## src/hdl/evi_savi_pixel_index_defines.svh

```systemverilog
// ---------------------------------------------------------------------------
// evi_savi_pixel_index assertion macros
// shared concurrent assertion forms, clocked on clk and disabled in reset
// ---------------------------------------------------------------------------
`ifndef EVI_SAVI_PIXEL_INDEX_DEFINES_SVH
`define EVI_SAVI_PIXEL_INDEX_DEFINES_SVH

// same-cycle implication
`define EVISAVI_ASSERT_IMP(lbl, ante, cons) \
	lbl: assert property (@(posedge clk) disable iff (!arst_n) (ante) |-> (cons)) \
		else $error("evisavi: assertion failed");

// next-cycle implication
`define EVISAVI_ASSERT_NXT(lbl, ante, cons) \
	lbl: assert property (@(posedge clk) disable iff (!arst_n) (ante) |=> (cons)) \
		else $error("evisavi: assertion failed");

`endif

```

## src/hdl/evisavi_pkg.sv

```systemverilog
// ---------------------------------------------------------------------------
// evisavi_pkg
// widths, register indexes, reset values and shared types of the index block
// ---------------------------------------------------------------------------
package evisavi_pkg;

	// reflectance format
	localparam int REFL_W              = 16;
	localparam int REFL_FRAC_BITS_DEF  = 14;

	// result format
	localparam int IDX_W    = 27;
	localparam int CLH_W    = 26;
	localparam int FORM_W   = 2;
	localparam int QFRAC_W  = 16;

	// internal datapath widths
	localparam int DIFF_W   = REFL_W + 1;
	localparam int NUM_W    = REFL_W + 4;

	// configuration port
	localparam int CFG_IDX_W  = 2;
	localparam int CFG_DATA_W = 27;

	localparam logic [CFG_IDX_W-1:0] REG_CLAMP_LOW  = 2'd0;
	localparam logic [CFG_IDX_W-1:0] REG_CLAMP_HIGH = 2'd1;
	localparam logic [CFG_IDX_W-1:0] REG_UNDEF_VAL  = 2'd2;

	localparam logic signed [IDX_W-1:0] CLAMP_LOW_RST  = -27'sd65536000;
	localparam logic        [CLH_W-1:0] CLAMP_HIGH_RST = 26'd65536000;
	localparam logic signed [IDX_W-1:0] UNDEF_VAL_RST  = -27'sd131072;

	// formula codes
	localparam logic [FORM_W-1:0] FORM_UNDEF = 2'd0;
	localparam logic [FORM_W-1:0] FORM_EVI   = 2'd1;
	localparam logic [FORM_W-1:0] FORM_SAVI  = 2'd2;

	// side information that travels with a division
	typedef struct packed {
		logic              undef;
		logic              neg;
		logic [FORM_W-1:0] formula;
		logic              last;
	} div_tag_t;

endpackage

```

## src/hdl/evisavi_div.sv

```systemverilog
// ---------------------------------------------------------------------------
// evisavi_div
// pipelined unsigned restoring divider, one quotient bit per stage
// ---------------------------------------------------------------------------
`include "evi_savi_pixel_index_defines.svh"

module evisavi_div #(
	parameter int DVD_W = 36,
	parameter int DVS_W = 22
) (
	input  logic                   clk,
	input  logic                   arst_n,
	input  logic                   en,
	input  logic                   in_valid,
	input  logic [DVD_W-1:0]       in_dvd,
	input  logic [DVS_W-1:0]       in_dvs,
	input  evisavi_pkg::div_tag_t  in_tag,
	output logic                   out_valid,
	output logic [DVD_W-1:0]       out_quo,
	output evisavi_pkg::div_tag_t  out_tag
);
	import evisavi_pkg::*;

	localparam int N = DVD_W;

	// stage registers: remainder, dividend shifting into quotient, divisor
	logic [N:1]       v_s;
	logic [DVS_W-1:0] rem_s [1:N];
	logic [DVD_W-1:0] dvd_s [1:N];
	logic [DVS_W-1:0] dvs_s [1:N];
	div_tag_t         tag_s [1:N];

	logic [DVS_W-1:0] rem_nx [1:N];
	logic [DVD_W-1:0] dvd_nx [1:N];
	logic [DVS_W-1:0] dvs_nx [1:N];
	div_tag_t         tag_nx [1:N];

	// one trial subtraction per stage
	always_comb begin
		logic [DVS_W-1:0] rem_p;
		logic [DVD_W-1:0] dvd_p;
		logic [DVS_W-1:0] dvs_p;
		div_tag_t         tag_p;
		logic [DVS_W:0]   shifted;
		logic [DVS_W:0]   trial;
		logic             qbit;
		for (int k = 1; k <= N; k++) begin
			if (k == 1) begin
				rem_p = '0;
				dvd_p = in_dvd;
				dvs_p = in_dvs;
				tag_p = in_tag;
			end else begin
				rem_p = rem_s[k-1];
				dvd_p = dvd_s[k-1];
				dvs_p = dvs_s[k-1];
				tag_p = tag_s[k-1];
			end
			shifted   = {rem_p, dvd_p[DVD_W-1]};
			trial     = shifted - {1'b0, dvs_p};
			qbit      = !trial[DVS_W];
			rem_nx[k] = qbit ? trial[DVS_W-1:0] : shifted[DVS_W-1:0];
			dvd_nx[k] = {dvd_p[DVD_W-2:0], qbit};
			dvs_nx[k] = dvs_p;
			tag_nx[k] = tag_p;
		end
	end

	// valid bits
	always_ff @(posedge clk or negedge arst_n) begin
		if (!arst_n) begin
			v_s <= '0;
		end else if (en) begin
			v_s <= {v_s[N-1:1], in_valid};
		end
	end

	// payload
	always_ff @(posedge clk) begin
		if (en) begin
			for (int k = 1; k <= N; k++) begin
				rem_s[k] <= rem_nx[k];
				dvd_s[k] <= dvd_nx[k];
				dvs_s[k] <= dvs_nx[k];
				tag_s[k] <= tag_nx[k];
			end
		end
	end

	assign out_valid = v_s[N];
	assign out_quo   = dvd_s[N];
	assign out_tag   = tag_s[N];

	// remainder stays below a nonzero divisor
	`EVISAVI_ASSERT_IMP(a_rem_below_dvs, v_s[N] && (dvs_s[N] != '0), rem_s[N] < dvs_s[N])
	// a stall freezes the pipe
	`EVISAVI_ASSERT_NXT(a_stall_holds, !en, $stable(v_s) && $stable(dvd_s[N]))
	// valid bits move one stage per enabled cycle
	`EVISAVI_ASSERT_NXT(a_valid_shift, en, v_s[N] == $past(v_s[N-1]))

endmodule

```

## config.mk

```make
export PLATFORM = sky130hd
export DESIGN_NAME = evisavi_div
export DESIGN_NICKNAME = d
export VERILOG_FILES = /design/src/hdl/evisavi_pkg.sv /design/src/hdl/evisavi_div.sv
export VERILOG_INCLUDE_DIRS = /design/src /design/src/hdl
export SDC_FILE = /design/constraint.sdc
export NUM_CORES = 2
export LEC_CHECK = 0
export BUFFER_PORTS_ARGS = -buffer_cell sky130_fd_sc_hd__buf_4
export CAP_MARGIN = 40
export CORE_MARGIN = 2
export CORE_UTILIZATION = 40
export CTS_BUF_LIST = sky130_fd_sc_hd__clkbuf_16
export DETAILED_ROUTE_END_ITERATION = 16
export SYNTH_ARGS = -nofsm -noshare
export SYNTH_HDL_FRONTEND = slang
export SYNTH_SLANG_ARGS = --single-unit
```

## constraint.sdc

```tcl
create_clock -name clk -period 4.9 [get_ports clk]
set_input_delay 0.735 -clock clk [delete_from_list [all_inputs] [get_ports clk]]
set_output_delay 0.735 -clock clk [all_outputs]
set_load 0.01 [all_outputs]
```

==> results.cfg <==
[status]
status = complete, no violations

[floorplan]
rows = 215
core_area_um2 = 342000
die_w_um = 590
io_pins = 109
die_h_um = 590
dieArea_um2 = 348000
start_util = 0.401

[power]
ir_drop_uv = 351
finalPower_w = 0.102
power_density_nw_per_um2 = 652
power.leakage_nw = 61.1

[setup_path]
worstPathMaxFanout = 26
required_ns = 5.53
end_kind = register
arrival_ns = 5.00
start_kind = register
criticalPathCategory = reg -> reg

[cts]
clkSinkCount = 3052
cts_tree = done
cts_htree_levels = 5
clock_latency_ns = 0.94
postCtsSetupBuffers = 0
cts_buffers = 344
root_buffer = clkbuf_16
cts.clk_slew.worst_paths_ns = 0.06
clk_path_buf_depth = 4

[detailed_routing]
viasPerCell = 5.05
routed_wl_um = 254000
first_pass_iters = 5
drtIter0Drc = 4804
vias = 75400
antenna_left = 0
drcViolationCount = 0
wl_per_cell_um = 17.0

[logic_synthesis]
synth_warnings = 0
async_flop_share = 0.0118
netlist_area_um2 = 137000
yosys.cell_types.count = 78
synth.avg_cell_area_um2 = 14.3
synth_edf_count = 3016
ys.flop_type = edfxtp_1
ys_ff_latch = 3052
yosysSeqAreaShare = 0.666
synthCells = 9626

[final_layout]
nets = 11000
multi_input_area_um2 = 41900
drive_gt1_frac = 0.117
stdcell_count = 14900
regArea_um2 = 91500
areaGrowthSynthToFinish_pct = 13.8
fin_util = 0.457
fillCellCount = 29700

[timing]
tns_ns = 0
worstMarginPinSlew_ns = 0.897
finalSetupViolCount = 0
clock_skew_ns = 0.0602
rsz0062_at_grt = no
min_period_ns = 4.37
relSlewSlack = 0.402
slew_viol_final = 0
finalCritPeriodShare = 0.892
finalHoldViolCount = 0
clock.fmax_mhz = 229

[placed_design]
gp_congestion = 0.862
hpwlAfterDp_um = 174000
post-place-cells = 14300
port_buffers = 108

[global_route]
grt_pass1_vias = 76900
antenna_found_initial = 4
grt_use_total = 0.143
grt_pass1_wl_um = 409000
grt-ovfl-total = 0
grt_max_degree = 140

[worst_hold_path]
worst_hold_path_type = in -> reg

[run]
maxCapViolations = 0
[layer usage]
metal / routed length (um) / part of all wire / track usage
met5: 0 / 0 / 0
met4: 8130 / 0.032 / 0.0505
met3: 9200 / 0.036 / 0.0199
met2: 126000 / 0.49 / 0.251
met1: 111000 / 0.44 / 0.182
[power by group]
group          total, W  switching, W  internal, W
Clock            0.0252        0.0105       0.0147
Combinational    0.0373        0.0198       0.0175
Sequential       0.0395       0.00297       0.0365
Total             0.102        0.0333       0.0687
[flip-flops by register name, summed over array words and instances, names as in the netlist]
name / flops
rem_s: 770
v_s: 36
dvd_s: 1296
dvs_s: 770
tag_s: 180
[placed cells by master, fill, tap and decap left out, drive strengths merged, types with 34 or more instances in the layout]
cell and n:
mux2 433, dlygate4sd3 63, o21bai 77, nor2b 109
mux2i 60, edfxtp 3016, ha 771, dfrtp 36
nand2 496, a21oi 572, fa 34, buf 209
o21ai 544, clkbuf 348, nor2 325, nand3 116
o31ai 42, xor2 245, and3 52, nor3 81
inv 1011, a21o 273, clkinv 161, o21a 127
nand2b 122, a31oi 68, nand4 37, xnor2 386
a211oi 45
[cells by family after synthesis]
family	after synthesis	synth area share
xor+xnor	631	0.0403
flops	3052	0.666
fa+ha+maj	805	0.0752
other cells	1	0.0000273
mux	493	0.0401
buf+inv	1088	0.0311
compound gates	2053	0.0949
simple gates	1503	0.0529
[timing repair]
action,in CTS,in global routing
resized for setup,0,0
hold buffers,63,0
endpoints found under the hold margin,98,0
[through the flow]
step,hold WS (ns),area [um2],worst slack (ns)
3_5_place_dp,0.405,145000,0.565
5_1_grt,0.0803,156000,0.250
3_3_place_gp,0.400,145000,0.657
4_1_cts,0.0268,156000,0.457
6_report,0.134,156000,0.530
2_1_floorplan,0.400,137000,1.24
[Yosys cell counts (all sizes together), types with 127 or more instances]
library cell,count,area share
a21o,273,0.015
a21oi,572,0.021
edfxtp,3016,0.66
ha,771,0.070
inv,937,0.026
mux2,433,0.036
nand2,496,0.014
nor2,325,0.0089
o21a,127,0.0069
o21ai,544,0.020
xnor2,386,0.025
xor2,245,0.016
[critical path: stages (launching register included)]
cell and delay (ns):
edfxtp_1 0.55, ha_1 0.31, fa_1 0.41, nor2b_1 0.19, o31a_1 0.23, o2bb2ai_1 0.15
o31ai_1 0.65, a31oi_1 0.26, a21oi_1 0.24, a211o_1 0.17, xor2_2 0.13, buf_4 0.34
mux2_2 0.40
[final timing paths]
path | from | endpoint | slack (ns) | cells past startpoint
min in group asynchronous | arst_n | v_s[36]$_DFFE_PN0P_ | 0.35 | 2
max in group asynchronous | arst_n | v_s[25]$_DFFE_PN0P_ | 4.24 | 2
worst min-delay path | in_dvs[1] | dvs_s[0][23]$_DFFE_PP_ | 0.13 | 1
worst min register to register | dvd_s[0][422]$_DFFE_PP_ | dvd_s[0][459]$_DFFE_PP_ | 0.36 | 0
worst max-delay path | dvs_s[0][484]$_DFFE_PP_ | rem_s[0][519]$_DFFE_PP_ | 0.53 | 12
worst max register to register | dvs_s[0][484]$_DFFE_PP_ | rem_s[0][519]$_DFFE_PP_ | 0.53 | 12
[final cells by class]
| type | instances | share of cell area |
|---|---|---|
| diodes | 2 | 0.0000320 |
| repair buffers | 272 | 0.0171 |
| well taps | 4557 | 0.0365 |
| multi-input cells | 5495 | 0.268 |
| inverters | 937 | 0.0225 |
| clock buffers | 348 | 0.0557 |
| flip-flops and latches | 3052 | 0.585 |
| clock inverters | 280 | 0.0154 |
Power figures use the tool's default switching activity.
